===== src/design/lsc_pkg.sv =====
`default_nettype none

package lsc_pkg;

  localparam int FEATURES_DEF      = 34;
  localparam int FEATURE_WIDTH_DEF = 16;
  localparam int ACC_W             = 40;
  localparam int LOG_W             = 48;
  localparam int ROM_FEATURES      = 34;
  localparam int TABLE_LAST        = 32;

  // Weight rows and biases, signed Q5.10.
  localparam logic signed [15:0] W0_ROM [ROM_FEATURES] = '{
    15950, 1554, -853, -538, -57, -360, -351, 17, -232, -292, -588, -751,
    -170, 428, -261, -497, -17, 465, -402, 588, -3122, -269, -1516, 632,
    91, 2176, -1034, -3011, 1490, -4033, -994, -3171, -264, -235
  };
  localparam logic signed [15:0] W1_ROM [ROM_FEATURES] = '{
    -15958, -1614, 653, 490, 165, 376, 356, 50, 253, 422, 509, 687,
    157, -530, 204, 440, 98, -756, 463, -612, 3166, 180, 1310, -369,
    -73, -2103, 1118, 3229, -1605, 4101, 724, 2985, 245, 353
  };
  localparam logic signed [15:0] BIAS0 = -16'sd1122;
  localparam logic signed [15:0] BIAS1 = 16'sd1100;

  // sigmoid(x) * 2^16 and ln(1 + exp(-x)) * 2^8 for x = 0, 0.5, ..., 16
  localparam logic [16:0] SIG_TAB [TABLE_LAST+1] = '{
    32768, 40793, 47911, 53581, 57724, 60565, 62428, 63615, 64357, 64816,
    65097, 65269, 65374, 65438, 65476, 65500, 65514, 65523, 65528, 65531,
    65533, 65534, 65535, 65535, 65536, 65536, 65536, 65536, 65536, 65536,
    65536, 65536, 65536
  };
  localparam logic [7:0] SP_TAB [TABLE_LAST+1] = '{
    177, 121, 80, 52, 32, 20, 12, 8, 5, 3, 2, 1, 1, 0, 0, 0, 0,
    0, 0, 0, 0, 0, 0, 0, 0, 0, 0, 0, 0, 0, 0, 0, 0
  };

  typedef struct packed {
    logic take;    // transfer: class-0 product of the incoming feature
    logic second;  // class-1 product of the held feature, advance index
    logic clear;   // drop both sums at end of vector
  } mac_ctrl_t;

  typedef struct packed {
    logic ld_logit0;
    logic ld_logit1;
    logic ld_diff;
    logic ld_lookup;
    logic ld_out;
  } post_ctrl_t;

  function automatic logic signed [15:0] rom_weight(input logic cls, input logic [7:0] idx);
    logic signed [15:0] w;
    w = '0;
    if (idx < 8'(ROM_FEATURES)) begin
      w = cls ? W1_ROM[idx[5:0]] : W0_ROM[idx[5:0]];
    end
    return w;
  endfunction

  function automatic logic signed [15:0] rom_bias(input logic cls);
    return cls ? BIAS1 : BIAS0;
  endfunction

endpackage

`default_nettype wire


===== src/design/linear_softmax_classifier.sv =====
`default_nettype none

// Channel   Direction  Handshake                        Payload
// feature   in         feature_valid_i / feature_stall_o feature_value_i
// result    out        result_valid_o / result_stall_i   logit, prob, logprob x2
//
// Each feature gives the class-0 product on transfer and the class-1
// product in the next cycle, both through the one shared multiplier.
// After the last feature of a vector, the states for two logit roundings on
// the shared rounding unit, difference, table lookup and output load give the result.
// Reset clears the index, both sums and the sequencer; no clearing pass.
// A result waiting under result_stall_i does not block features of the next
// vector; only the next result load waits for the output register.

module linear_softmax_classifier #(
  parameter int FEATURES      = lsc_pkg::FEATURES_DEF,
  parameter int FEATURE_WIDTH = lsc_pkg::FEATURE_WIDTH_DEF
) (
  input  wire logic                     clk_i,
  input  wire logic                     rst_ni,
  input  wire logic                     feature_valid_i,
  output logic                          feature_stall_o,
  input  wire logic [FEATURE_WIDTH-1:0] feature_value_i,
  output logic                          result_valid_o,
  input  wire logic                     result_stall_i,
  output logic signed [15:0]            logit_class0_o,
  output logic signed [15:0]            logit_class1_o,
  output logic [15:0]                   prob_class0_o,
  output logic [15:0]                   prob_class1_o,
  output logic signed [15:0]            logprob_class0_o,
  output logic signed [15:0]            logprob_class1_o
);
  import lsc_pkg::*;

  typedef enum logic [7:0] {
    ST_IDLE   = 8'b0000_0001,
    ST_MAC1   = 8'b0000_0010,
    ST_LOGIT0 = 8'b0000_0100,
    ST_LOGIT1 = 8'b0000_1000,
    ST_DIFF   = 8'b0001_0000,
    ST_LOOKUP = 8'b0010_0000,
    ST_RESULT = 8'b0100_0000,
    ST_SPARE  = 8'b1000_0000
  } state_e;

  state_e     state_q, state_d;
  logic       out_valid_q, out_valid_d;
  logic       mac_last;
  mac_ctrl_t  mac_ctrl;
  post_ctrl_t post_ctrl;
  logic [ACC_W-1:0] acc0, acc1;

  always_comb begin
    state_d     = state_q;
    mac_ctrl    = '0;
    post_ctrl   = '0;
    unique case (state_q)
      ST_IDLE: begin
        if (feature_valid_i) begin
          mac_ctrl.take = 1'b1;
          state_d       = ST_MAC1;
        end
      end
      ST_MAC1: begin
        mac_ctrl.second = 1'b1;
        state_d         = mac_last ? ST_LOGIT0 : ST_IDLE;
      end
      ST_LOGIT0: begin
        post_ctrl.ld_logit0 = 1'b1;
        state_d             = ST_LOGIT1;
      end
      ST_LOGIT1: begin
        post_ctrl.ld_logit1 = 1'b1;
        mac_ctrl.clear      = 1'b1;
        state_d             = ST_DIFF;
      end
      ST_DIFF: begin
        post_ctrl.ld_diff = 1'b1;
        state_d           = ST_LOOKUP;
      end
      ST_LOOKUP: begin
        post_ctrl.ld_lookup = 1'b1;
        state_d             = ST_RESULT;
      end
      ST_RESULT: begin
        // hold until the output register is free or being emptied
        if (!out_valid_q || !result_stall_i) begin
          post_ctrl.ld_out = 1'b1;
          state_d          = ST_IDLE;
        end
      end
      default: begin
        state_d = ST_IDLE;
      end
    endcase
  end

  always_comb begin
    out_valid_d = out_valid_q;
    if (post_ctrl.ld_out) begin
      out_valid_d = 1'b1;
    end else if (!result_stall_i) begin
      out_valid_d = 1'b0;
    end
  end

  always_ff @(posedge clk_i or negedge rst_ni) begin
    if (!rst_ni) begin
      state_q     <= ST_IDLE;
      out_valid_q <= 1'b0;
    end else begin
      state_q     <= state_d;
      out_valid_q <= out_valid_d;
    end
  end

  assign feature_stall_o = (state_q != ST_IDLE);
  assign result_valid_o  = out_valid_q;

  lsc_mac #(
    .FEATURES      (FEATURES),
    .FEATURE_WIDTH (FEATURE_WIDTH)
  ) u_mac (
    .clk_i     (clk_i),
    .rst_ni    (rst_ni),
    .ctrl_i    (mac_ctrl),
    .feature_i (feature_value_i),
    .last_o    (mac_last),
    .acc0_o    (acc0),
    .acc1_o    (acc1)
  );

  lsc_post #(
    .FEATURE_WIDTH (FEATURE_WIDTH)
  ) u_post (
    .clk_i            (clk_i),
    .ctrl_i           (post_ctrl),
    .acc0_i           (acc0),
    .acc1_i           (acc1),
    .logit_class0_o   (logit_class0_o),
    .logit_class1_o   (logit_class1_o),
    .prob_class0_o    (prob_class0_o),
    .prob_class1_o    (prob_class1_o),
    .logprob_class0_o (logprob_class0_o),
    .logprob_class1_o (logprob_class1_o)
  );

  a_last_finishes: assert property (@(posedge clk_i) disable iff (!rst_ni)
    (state_q == ST_MAC1 && mac_last) |=> (state_q == ST_LOGIT0))
    else $error("last feature did not start the logit sequence");

  a_valid_from_result: assert property (@(posedge clk_i) disable iff (!rst_ni)
    $rose(result_valid_o) |-> $past(state_q == ST_RESULT))
    else $error("result raised outside the result state");

  a_prob_sum: assert property (@(posedge clk_i) disable iff (!rst_ni)
    result_valid_o |-> ((17'(prob_class0_o) + 17'(prob_class1_o) == 17'd65536) ||
                        (17'(prob_class0_o) + 17'(prob_class1_o) == 17'd65535)))
    else $error("probabilities do not sum to one");

  a_logprob_sign: assert property (@(posedge clk_i) disable iff (!rst_ni)
    result_valid_o |-> ((logprob_class0_o[15] || logprob_class0_o == 16'sd0) &&
                        (logprob_class1_o[15] || logprob_class1_o == 16'sd0)))
    else $error("positive log-probability");

endmodule

`default_nettype wire


===== src/design/lsc_mac.sv =====
`default_nettype none

module lsc_mac #(
  parameter int FEATURES      = 34,
  parameter int FEATURE_WIDTH = 16
) (
  input  wire logic                          clk_i,
  input  wire logic                          rst_ni,
  input  wire lsc_pkg::mac_ctrl_t            ctrl_i,
  input  wire logic [FEATURE_WIDTH-1:0]      feature_i,
  output logic                               last_o,
  output logic [lsc_pkg::ACC_W-1:0]          acc0_o,
  output logic [lsc_pkg::ACC_W-1:0]          acc1_o
);
  import lsc_pkg::*;

  localparam int IDX_W  = (FEATURES > 1) ? $clog2(FEATURES) : 1;
  localparam int PROD_W = FEATURE_WIDTH + 17;
  localparam int EXT_W  = (PROD_W > ACC_W) ? PROD_W : ACC_W;

  logic [FEATURE_WIDTH-1:0]   x_q, x_d;
  logic [IDX_W-1:0]           idx_q, idx_d;
  logic [ACC_W-1:0]           acc0_q, acc0_d, acc1_q, acc1_d;
  logic [7:0]                 rom_idx;
  logic signed [FEATURE_WIDTH:0] mul_a;
  logic signed [15:0]         mul_w;
  logic signed [PROD_W-1:0]   prod;
  logic signed [EXT_W-1:0]    prod_ext;
  logic [ACC_W-1:0]           addend;

  assign rom_idx  = 8'(idx_q);
  assign last_o   = (idx_q == IDX_W'(FEATURES - 1));

  // One multiplier serves both rows: class 0 on transfer, class 1 in the next cycle.
  assign mul_a    = $signed({1'b0, (ctrl_i.take ? feature_i : x_q)});
  assign mul_w    = rom_weight(!ctrl_i.take, rom_idx);
  assign prod     = mul_a * mul_w;
  assign prod_ext = EXT_W'(prod);
  assign addend   = prod_ext[ACC_W-1:0];

  always_comb begin
    x_d    = x_q;
    idx_d  = idx_q;
    acc0_d = acc0_q;
    acc1_d = acc1_q;
    if (ctrl_i.take) begin
      x_d    = feature_i;
      acc0_d = acc0_q + addend;
    end
    if (ctrl_i.second) begin
      acc1_d = acc1_q + addend;
      idx_d  = last_o ? '0 : idx_q + IDX_W'(1);
    end
    if (ctrl_i.clear) begin
      acc0_d = '0;
      acc1_d = '0;
    end
  end

  always_ff @(posedge clk_i or negedge rst_ni) begin
    if (!rst_ni) begin
      idx_q  <= '0;
      acc0_q <= '0;
      acc1_q <= '0;
    end else begin
      idx_q  <= idx_d;
      acc0_q <= acc0_d;
      acc1_q <= acc1_d;
    end
  end

  always_ff @(posedge clk_i) begin
    x_q <= x_d;
  end

  assign acc0_o = acc0_q;
  assign acc1_o = acc1_q;

endmodule

`default_nettype wire


===== src/design/lsc_post.sv =====
`default_nettype none

module lsc_post #(
  parameter int FEATURE_WIDTH = 16
) (
  input  wire logic                        clk_i,
  input  wire lsc_pkg::post_ctrl_t         ctrl_i,
  input  wire logic [lsc_pkg::ACC_W-1:0]   acc0_i,
  input  wire logic [lsc_pkg::ACC_W-1:0]   acc1_i,
  output logic signed [15:0]               logit_class0_o,
  output logic signed [15:0]               logit_class1_o,
  output logic [15:0]                      prob_class0_o,
  output logic [15:0]                      prob_class1_o,
  output logic signed [15:0]               logprob_class0_o,
  output logic signed [15:0]               logprob_class1_o
);
  import lsc_pkg::*;

  localparam int FB = FEATURE_WIDTH - 1;
  localparam int SH = FEATURE_WIDTH + 1;
  localparam logic signed [LOG_W-1:0] RND    = {{(LOG_W-1){1'b0}}, 1'b1} << (SH - 1);
  localparam logic signed [LOG_W-1:0] SAT_HI = 32767;
  localparam logic signed [LOG_W-1:0] SAT_LO = -32768;
  localparam logic signed [17:0]      LP_MIN = -18'sd32768;

  // Shared rounding unit: sum + bias, round half up to Q8.8, saturate.
  logic [ACC_W-1:0]        acc_sel;
  logic signed [LOG_W-1:0] sum, shifted;
  logic signed [15:0]      logit_n;
  logic signed [15:0]      logit0_q, logit1_q;

  assign acc_sel = ctrl_i.ld_logit1 ? acc1_i : acc0_i;
  assign sum     = LOG_W'($signed(acc_sel))
                 + (LOG_W'(rom_bias(ctrl_i.ld_logit1)) <<< FB) + RND;
  assign shifted = sum >>> SH;

  always_comb begin
    priority if (shifted > SAT_HI) begin
      logit_n = 16'sh7FFF;
    end else if (shifted < SAT_LO) begin
      logit_n = 16'sh8000;
    end else begin
      logit_n = shifted[15:0];
    end
  end

  // Logit difference and its magnitude.
  logic signed [16:0] d_n, d_q;
  logic [16:0]        ad_n;
  logic [15:0]        ad_q;

  assign d_n  = 17'(logit0_q) - 17'(logit1_q);
  assign ad_n = d_n[16] ? 17'(-d_n) : 17'(d_n);

  // Interpolated table reads at steps of one half.
  logic [5:0]  i_lo, i_hi;
  logic [6:0]  frac;
  logic        big;
  logic [16:0] sig_lo, sig_hi, sig_delta, sig_n, sig_q;
  logic [23:0] sig_step;
  logic [7:0]  sp_lo, sp_hi, sp_delta, sp_n, sp_q;
  logic [14:0] sp_step;

  assign i_lo      = {1'b0, ad_q[11:7]};
  assign i_hi      = i_lo + 6'd1;
  assign frac      = ad_q[6:0];
  assign big       = |ad_q[15:12];
  assign sig_lo    = SIG_TAB[i_lo];
  assign sig_hi    = SIG_TAB[i_hi];
  assign sig_delta = sig_hi - sig_lo;
  assign sig_step  = (24'(sig_delta) * 24'(frac) + 24'd64) >> 7;
  assign sig_n     = big ? SIG_TAB[TABLE_LAST] : sig_lo + sig_step[16:0];
  assign sp_lo     = SP_TAB[i_lo];
  assign sp_hi     = SP_TAB[i_hi];
  assign sp_delta  = sp_lo - sp_hi;
  assign sp_step   = (15'(sp_delta) * 15'(frac) + 15'd64) >> 7;
  assign sp_n      = big ? SP_TAB[TABLE_LAST] : sp_lo - sp_step[7:0];

  // Final probabilities and log-probabilities.
  logic [16:0]        p0, p1;
  logic signed [17:0] dd, sp18, lp0, lp1;
  logic [15:0]        p0_sat, p1_sat;
  logic signed [15:0] lp0_sat, lp1_sat;

  assign p0   = d_q[16] ? 17'd65536 - sig_q : sig_q;
  assign p1   = 17'd65536 - p0;
  assign dd   = 18'(d_q);
  assign sp18 = $signed({10'd0, sp_q});
  assign lp0  = d_q[16] ? dd - sp18 : -sp18;
  assign lp1  = d_q[16] ? -sp18 : -dd - sp18;

  assign p0_sat  = p0[16] ? 16'hFFFF : p0[15:0];
  assign p1_sat  = p1[16] ? 16'hFFFF : p1[15:0];
  assign lp0_sat = (lp0 < LP_MIN) ? 16'sh8000 : lp0[15:0];
  assign lp1_sat = (lp1 < LP_MIN) ? 16'sh8000 : lp1[15:0];

  always_ff @(posedge clk_i) begin
    if (ctrl_i.ld_logit0) begin
      logit0_q <= logit_n;
    end
    if (ctrl_i.ld_logit1) begin
      logit1_q <= logit_n;
    end
    if (ctrl_i.ld_diff) begin
      d_q  <= d_n;
      ad_q <= ad_n[15:0];
    end
    if (ctrl_i.ld_lookup) begin
      sig_q <= sig_n;
      sp_q  <= sp_n;
    end
    if (ctrl_i.ld_out) begin
      logit_class0_o   <= logit0_q;
      logit_class1_o   <= logit1_q;
      prob_class0_o    <= p0_sat;
      prob_class1_o    <= p1_sat;
      logprob_class0_o <= lp0_sat;
      logprob_class1_o <= lp1_sat;
    end
  end

endmodule

`default_nettype wire

===== config.mk =====
export PLATFORM = sky130hd
export DESIGN_NAME = linear_softmax_classifier
export DESIGN_NICKNAME = d
export VERILOG_FILES = /design/src/design/lsc_pkg.sv /design/src/design/linear_softmax_classifier.sv /design/src/design/lsc_mac.sv /design/src/design/lsc_post.sv
export SDC_FILE = /design/constraint.sdc
export NUM_CORES = 2
export LEC_CHECK = 0
export BUFFER_PORTS_ARGS = -buffer_cell sky130_fd_sc_hd__buf_2
export CORE_ASPECT_RATIO = 1.2
export CORE_UTILIZATION = 30
export DETAILED_ROUTE_END_ITERATION = 12
export GPL_TIMING_DRIVEN = 0
export SLEW_MARGIN = 0
export SYNTH_ARGS = -nofsm -noshare
export SYNTH_HDL_FRONTEND = slang
export SYNTH_SLANG_ARGS = --single-unit

===== constraint.sdc =====
create_clock -name clk_i -period 11.25 [get_ports clk_i]
set_clock_uncertainty 0.1 [all_clocks]
set_input_delay 1.6875 -clock clk_i [delete_from_list [all_inputs] [get_ports clk_i]]
set_output_delay 1.6875 -clock clk_i [all_outputs]
set_load 0.02 [all_outputs]

# After elaboration in Yosys (flattened, before gate mapping)
# Memory sizes are Yosys's and may differ from the RTL's.
# Index checks and enable logic that the tools add are counted.
dict set report totals {
  register_bits 297
  elab_cells 120
  memories 6
  inputBits 20
  mem_bits_ro 5248
}
# name words word_bits read_ports rd_clocked_by_memory_dff write_ports line
set mem_list {}
lappend mem_list {{(name not given)} 64 17 1 0 0 lsc_post.sv:69} ;# assign sig_hi = SIG_TAB[i_hi];
lappend mem_list {{(name not given)} 64 17 1 0 0 lsc_post.sv:68} ;# assign sig_lo = SIG_TAB[i_lo];
lappend mem_list {{(name not given)} 64 16 1 0 0 lsc_pkg.sv:56} ;# w = cls ? W1_ROM[idx[5:0]] : W0_ROM[idx[5:0]];
lappend mem_list {{(name not given)} 64 16 1 0 0 lsc_pkg.sv:56}
lappend mem_list {{(name not given)} 64 8 1 0 0 lsc_post.sv:74} ;# assign sp_hi = SP_TAB[i_hi];
lappend mem_list {{(name not given)} 64 8 1 0 0 lsc_post.sv:73} ;# assign sp_lo = SP_TAB[i_lo];
dict set report op_classes {
  n_addsub 20
  mul 3
  muxes 43
  n_reduce_logical 7
  bitwise_logic 3
  magnitude_cmp 8
  n_eq_ne 12
}
# cell n
set op_table {}
lappend op_table {{40-bit two-way mux} 5}
lappend op_table {{16-bit two-way mux} 11}
lappend op_table {{17-bit two-way mux} 5}
lappend op_table {{40-bit adder} 2}
lappend op_table {{8-bit one-hot mux with 7 select lines} 1}
lappend op_table {{8-bit two-way mux} 6}
lappend op_table {{41-bit by 18-bit adder with 42-bit output (second input constant)} 1}
lappend op_table {{40-bit by 31-bit adder with 41-bit output} 1}
lappend op_table {{18-bit by 16-bit < comparator with 1-bit output (second input constant)} 2}
lappend op_table {{18-bit two-way mux} 2}
lappend op_table {{17-bit subtractor (first input constant)} 2}
lappend op_table {{17-bit by 16-bit multiplier with 33-bit output} 1}
lappend op_table {{31-bit by 16-bit > comparator with 1-bit output (second input constant)} 1}
lappend op_table {{31-bit by 16-bit < comparator with 1-bit output (second input constant)} 1}
lappend op_table {{24-bit by 7-bit adder with 24-bit output (second input constant)} 1}
lappend op_table {{17-bit by 7-bit multiplier with 24-bit output} 1}
lappend op_table {{7-bit greater-or-equal comparator (second input constant)} 3}
lappend op_table {{17-bit negation with 18-bit output} 1}
lappend op_table {{8-bit negation with 18-bit output} 1}
lappend op_table {{17-bit by 9-bit subtractor with 18-bit output} 1}
lappend op_table {{18-bit by 9-bit subtractor with 18-bit output} 1}
lappend op_table {{17-bit adder} 1}
lappend op_table {{16-bit by 16-bit subtractor with 17-bit output} 1}
lappend op_table {{17-bit subtractor} 1}
lappend op_table {{28 further kinds} 43}

# Logic depth before layout (Yosys ltp)
dict set report depth {
  word_depth 10
  mapped_depth 50
  depth_no_buf 48
}

# Modules after synthesis
# Synthesis repeated with hierarchy kept, for this count alone.
dict set report hier_totals {
  hier_cells 4560
  hier_area_um2 39287.7
}
# mod seq_area_each_um2 n_inst cells_each area_per_inst_um2
set modules_own_cells {}
lappend modules_own_cells {lsc_post 5555.3 1 2295 20582.2}
lappend modules_own_cells {lsc_mac 2472.4 1 2220 18253.8}
lappend modules_own_cells {linear_softmax_classifier 201.4 1 45 451.7}

# Least setup slack after synthesis
# Ideal clock, no wire load.
dict set report synth_timing {
  kind {input-to-reg}
  start {input feature_valid_i}
  end {register u_mac.acc0_q[39] (netlist: u_mac.acc0_o[39])}
  setup_slack_ns -0.115
  t_arrival_ns 11.186
  required_ns 11.071
  stages 38
  path_cell_list {nand4b_1 > clkbuf_1 > buf_1 > mux2i_1 > clkinv_1 > nand2_1 > fa_1 > fa_1 > inv_1 > ha_1 > inv_1 > fa_1 > inv_1 > fa_1 > inv_1 > fa_1 > inv_1 > ha_1 > (+2 left out) > a221oi_2 > o221ai_1 > a2111o_1 > o211ai_1 > o21ai_0 > and3_1 > nor2_1 > ha_1 > a21o_1 > a21o_1 > a21o_1 > nor3_1 > nand3_1 > nand2_1 > o21ai_0 > or3_1 > a21oi_1 > mux2i_1}
}
# element line
set synth_lines {}
lappend synth_lines {{from (decl)} linear_softmax_classifier.sv:21} ;# input wire logic feature_valid_i,
lappend synth_lines {{1-bit two-way mux} linear_softmax_classifier.sv:59} ;# if (feature_valid_i) begin
lappend synth_lines {{1-bit two-way mux} linear_softmax_classifier.sv:57} ;# unique case (state_q)
lappend synth_lines {{16-bit two-way mux} lsc_mac.sv:35} ;# assign mul_a = $signed({1'b0, (ctrl_i.take ? feature_i : x_q)});
lappend synth_lines {{named net u_mac.mul_a[5]} lsc_mac.sv:25} ;# logic signed [FEATURE_WIDTH:0] mul_a;
lappend synth_lines {{17-bit by 16-bit multiplier with 33-bit output} lsc_mac.sv:37} ;# assign prod = mul_a * mul_w;
lappend synth_lines {{40-bit adder} lsc_mac.sv:48} ;# acc0_d = acc0_q + addend;
lappend synth_lines {{40-bit two-way mux} lsc_mac.sv:46} ;# if (ctrl_i.take) begin
lappend synth_lines {{40-bit two-way mux} lsc_mac.sv:54} ;# if (ctrl_i.clear) begin
lappend synth_lines {{to (signal assigned)} lsc_mac.sv:63} ;# acc0_q <= '0;
lappend synth_lines {{to (signal assigned)} lsc_mac.sv:67} ;# acc0_q <= acc0_d;
lappend synth_lines {{to (decl)} lsc_mac.sv:23} ;# logic [ACC_W-1:0] acc0_q, acc0_d, acc1_q, acc1_d;
# The timed path passes the listed nets, and every way through them passes these cells. The select of a mux whose other input is x is not followed.
# A chain may end at the register's enable or synchronous reset.

# Worst setup path in the final report
dict set report layout_timing {
  start {input feature_valid_i}
  end {register u_mac.acc1_q[39] (netlist: u_mac.acc1_o[39])}
}
dict set report layout_between {
  elab_chain_cells 8
}
# element line
set layout_rtl {}
lappend layout_rtl {{1-bit two-way mux *} linear_softmax_classifier.sv:59}
lappend layout_rtl {{1-bit two-way mux *} linear_softmax_classifier.sv:57}
lappend layout_rtl {{16-bit two-way mux} lsc_pkg.sv:56}
lappend layout_rtl {{16-bit two-way mux} lsc_pkg.sv:55} ;# if (idx < 8'(ROM_FEATURES)) begin
lappend layout_rtl {{17-bit by 16-bit multiplier with 33-bit output *} lsc_mac.sv:37}
lappend layout_rtl {{40-bit adder *} lsc_mac.sv:51} ;# acc1_d = acc1_q + addend;
lappend layout_rtl {{40-bit two-way mux *} lsc_mac.sv:50} ;# if (ctrl_i.second) begin
lappend layout_rtl {{40-bit two-way mux *} lsc_mac.sv:54}
lappend layout_rtl {{to (signal assigned)} lsc_mac.sv:64} ;# acc1_q <= '0;
lappend layout_rtl {{to (signal assigned)} lsc_mac.sv:68} ;# acc1_q <= acc1_d;
lappend layout_rtl {{to (decl)} lsc_mac.sv:23}
# Mark *: on every way between the ends. The rest lies on a longest branch, timed or not. The select of a mux whose other input is x is not followed.

==> qor.yml <==
run_status:
  status: "finished, final reports clean"
floorplan:
  core_um2: 123000
  die_area_um2: 125400
  start_util_pct: 30.24
  ioPinCount: 118
  fp-row-count: 141
  die_x_um: 323.4
  die_h_um: 387.7
synthesis:
  synth_fa_ha_area_share_pct: 31.37
  ys_warn_count: 0
  synth_compound_area_share_pct: 15.49
  syn_area_um2: 37190
  synth_top_family_by_area: "adder cells"
  synth_mux_area_share_pct: 0.8614
  syn-instance-count: 4283
  synth-main-ff-cell: "edfxtp_1"
  syn-num-nets: 5051
  yosysUniqueCellTypes: 93
  synth-edff-count: 185
  ys_ff_latch: 295
  avgSynthCellArea_um2: 8.682
  async_flop_share_pct: 31.86
  yosysSeqAreaShare_pct: 22.13
  synth-simple-area-share_pct: 16.86
  synthXorXnorAreaFrac_pct: 6.215
timing:
  min_period_ns: 10.88
  finalMaxSlewViolations: 0
  worstMarginPinSlew_ns: 1.414
  max_freq_ghz: 0.09190
  rsz0062_at_grt: "yes"
  slew_headroom_pct: 5.514
  hold_viol: 0
  finalSetupViolations: 0
  min_period_over_period_pct: 96.72
detailed_routing:
  first_pass_iters: 6
  drt-total-wl_um: 109300
  drc_errors: 0
  num_vias: 31153
  wl_per_cell_um: 17.80
  ant_nets: 0
  drtIter0Drc: 1753
  vias_per_cell: 5.074
setup_path:
  r2r-start: "u_mac.idx_q[1]$_DFFE_PN0N_"
  critical_path.most_common_cell: "fa_1"
  cp.required_ns: 11.61
  r2r_slack_ns: 0.44
  crit_end: "u_mac.acc1_o[39]$_DFFE_PN0P_"
  crit_start: "feature_valid_i"
  startpoint_type: "input port"
  worstRegToRegCells: 43
  cp_slowest_cell: "fa_1"
  worstReg2RegEnd: "u_mac.acc1_o[39]$_DFFE_PN0P_"
  arrival_ns: 11.24
  critical_path_class: "in -> reg"
  critPathMaxFanout: 7
  cpPeakStageDelay_ns: 0.55
  cp-end-kind: "flip-flop"
cts:
  hold_buffers: 0
  cts_tree: "built"
  cts_made_buffers: 37
  cts_max_level: 2
  clk_latency_ns: 0.57
  clkSlewWorstSetupHoldPaths_ns: 0.06
  clock_path_buffers: 3
  cts_sinks: 295
  cts_root_buffer: "clkbuf_16"
layout:
  area_growth_pct: 13.48
  final-seq-area_um2: 8232
  final_util_pct: 34.32
  postLayoutCellArea_um2: 42200
  multi_input_area_um2: 26990
  fin_nets: 5236
  num_antenna_cells: 0
  drive_gt1_share_pct: 9.141
  fill_cells: 12719
  instances_no_fill: 6140
run:
  cap_violations: 0
global_routing:
  antenna_found_initial: 1
  grt_start_max_net_pins: 62
  grt_pass1_vias: 31446
  grt_pass1_wl_um: 171700
  track_usage_pct: 17.28
  grt_overflow_total: 0
place:
  gp_congestion: 0.9358
  place.port_buffers: 117
  dp.cells: 6051
  hpwl_um: 88850
  placed_area_um2: 39980
worst_hold_path:
  hp-class: "reg -> reg"
-- placed cells by master, fill, tap and decap left out, types with 61 or more instances in the layout --
master,n
a21o_1,85
a21oi_1,241
and2_1,94
buf_2,121
clkbuf_1,94
dfrtp_1,91
edfxtp_1,185
fa_1,307
ha_1,429
inv_1,530
nand2_1,434
nand3_1,127
nor2_1,376
nor2b_1,61
o21ai_0,217
xnor2_1,154
xor2_1,94
-- sequential cells by signal (all words and copies together), names as in the netlist, 6 cells and up --
signal and flops:
u_post.prob_class0_o 16, u_post.logprob_class1_o 16, u_post.logit_class1_o 16, u_post.sig_q 17, u_post.sp_q 8, u_mac.idx_q 6, u_post.logprob_class0_o 16, u_post.logit_class0_o 16
u_post.ad_q 16, u_mac.x_q 16, u_post.logit0_q 16, u_post.logit1_q 16, u_post.d_q 16, u_mac.acc1_o 40, state_q 7, u_post.prob_class1_o 16
u_mac.acc0_o 40
-- per-stage QoR --
stage               hold slack, ns  setup TNS [ns]  worst slack (ns)
CTS                         0.3513               0         0.0003206
global placement            0.3380          -99.76            -3.127
finish                      0.3494               0            0.3686
global route                0.3621         -0.2559           -0.1117
floorplan                   0.3264               0            0.1008
detailed placement          0.3367          -96.51            -3.081
-- area by class of cell --
cell class / count / share of cell area [%]
multi-input cells: 3296 / 63.97
clock inverters: 22 / 0.5782
well taps: 1644 / 4.875
clock buffers: 45 / 2.363
plain buffers: 142 / 1.589
repair buffers: 153 / 2.245
inverters: 543 / 4.875
flip-flops and latches: 295 / 19.51
-- logic make-up (layout without fill, tap and decap cells) --
group | Yosys count | in the layout
simple gates | 1353 | 1353
compound gates | 903 | 903
fa+ha+maj | 748 | 748
buf+inv | 692 | 905
flops | 295 | 295
xor+xnor | 263 | 263
mux | 29 | 29
-- timing repair --
item                       in CTS  in global routing
buffers inserted               15                 14
pin swaps                       5                 18
setup endpoints to repair      56                 31
resized for setup              95                127
-- critical path: cells and delay by family --
family                   cells  cell delay [ns]
adder cells (fa/ha/maj)      8             3.82
AO/OA/AOI/OAI               18             3.69
buffers and inverters        7             0.85
XOR/XNOR                     1             0.17
AND/OR/NAND/NOR              8             0.80
multiplexers                 1             0.16
-- worst min-delay path by stage --
stage / from / endpoint / slack [ns] / cells after the start
final: u_post.logit1_q[14]$_DFFE_PP_ / u_post.logit_class1_o[14]$_DFFE_PP_ / 0.35 / 0
after global routing: u_post.logit1_q[7]$_DFFE_PP_ / u_post.logit_class1_o[7]$_DFFE_PP_ / 0.36 / 0
after CTS: u_post.logit1_q[14]$_DFFE_PP_ / u_post.logit_class1_o[14]$_DFFE_PP_ / 0.35 / 0
after detailed placement: u_post.logit1_q[6]$_DFFE_PP_ / u_post.logit_class1_o[6]$_DFFE_PP_ / 0.34 / 0
after global placement: u_post.logit1_q[6]$_DFFE_PP_ / u_post.logit_class1_o[6]$_DFFE_PP_ / 0.34 / 0
after floorplan: u_post.logit0_q[0]$_DFFE_PP_ / u_post.logit_class0_o[0]$_DFFE_PP_ / 0.33 / 0
-- cell usage after synthesis (all sizes together), types with 35 or more instances --
master,number,area [um^2]
inv,532,1997
ha,441,5518
nand2,437,1640
nor2,384,1441
fa,307,6146
a21oi,253,1270
o21ai,246,1276
edfxtp,185,5555
xnor2,168,1479
nand3,129,645.6
clkbuf,124,465.5
xor2,95,832.1
and2,94,588.1
dfrtp,93,2327
a21o,87,654.4
nor2b,61,381.6
nor3,59,300.3
nand2b,52,325.3
a211oi,47,362.8
o21bai,35,274.0
-- metal layers --
metal	global-route usage [%]	wire length [um]	vias to the layer above
li1	-	-	14913
met5	0	0	-
met1	20.81	44990	15077
met3	1.974	5056	263
met2	30.93	54440	900
met4	6.911	4787	0
Power is left out: the tool's default activity adds up to more than one toggle a clock period on the data nets, which glitch-free logic cannot reach.
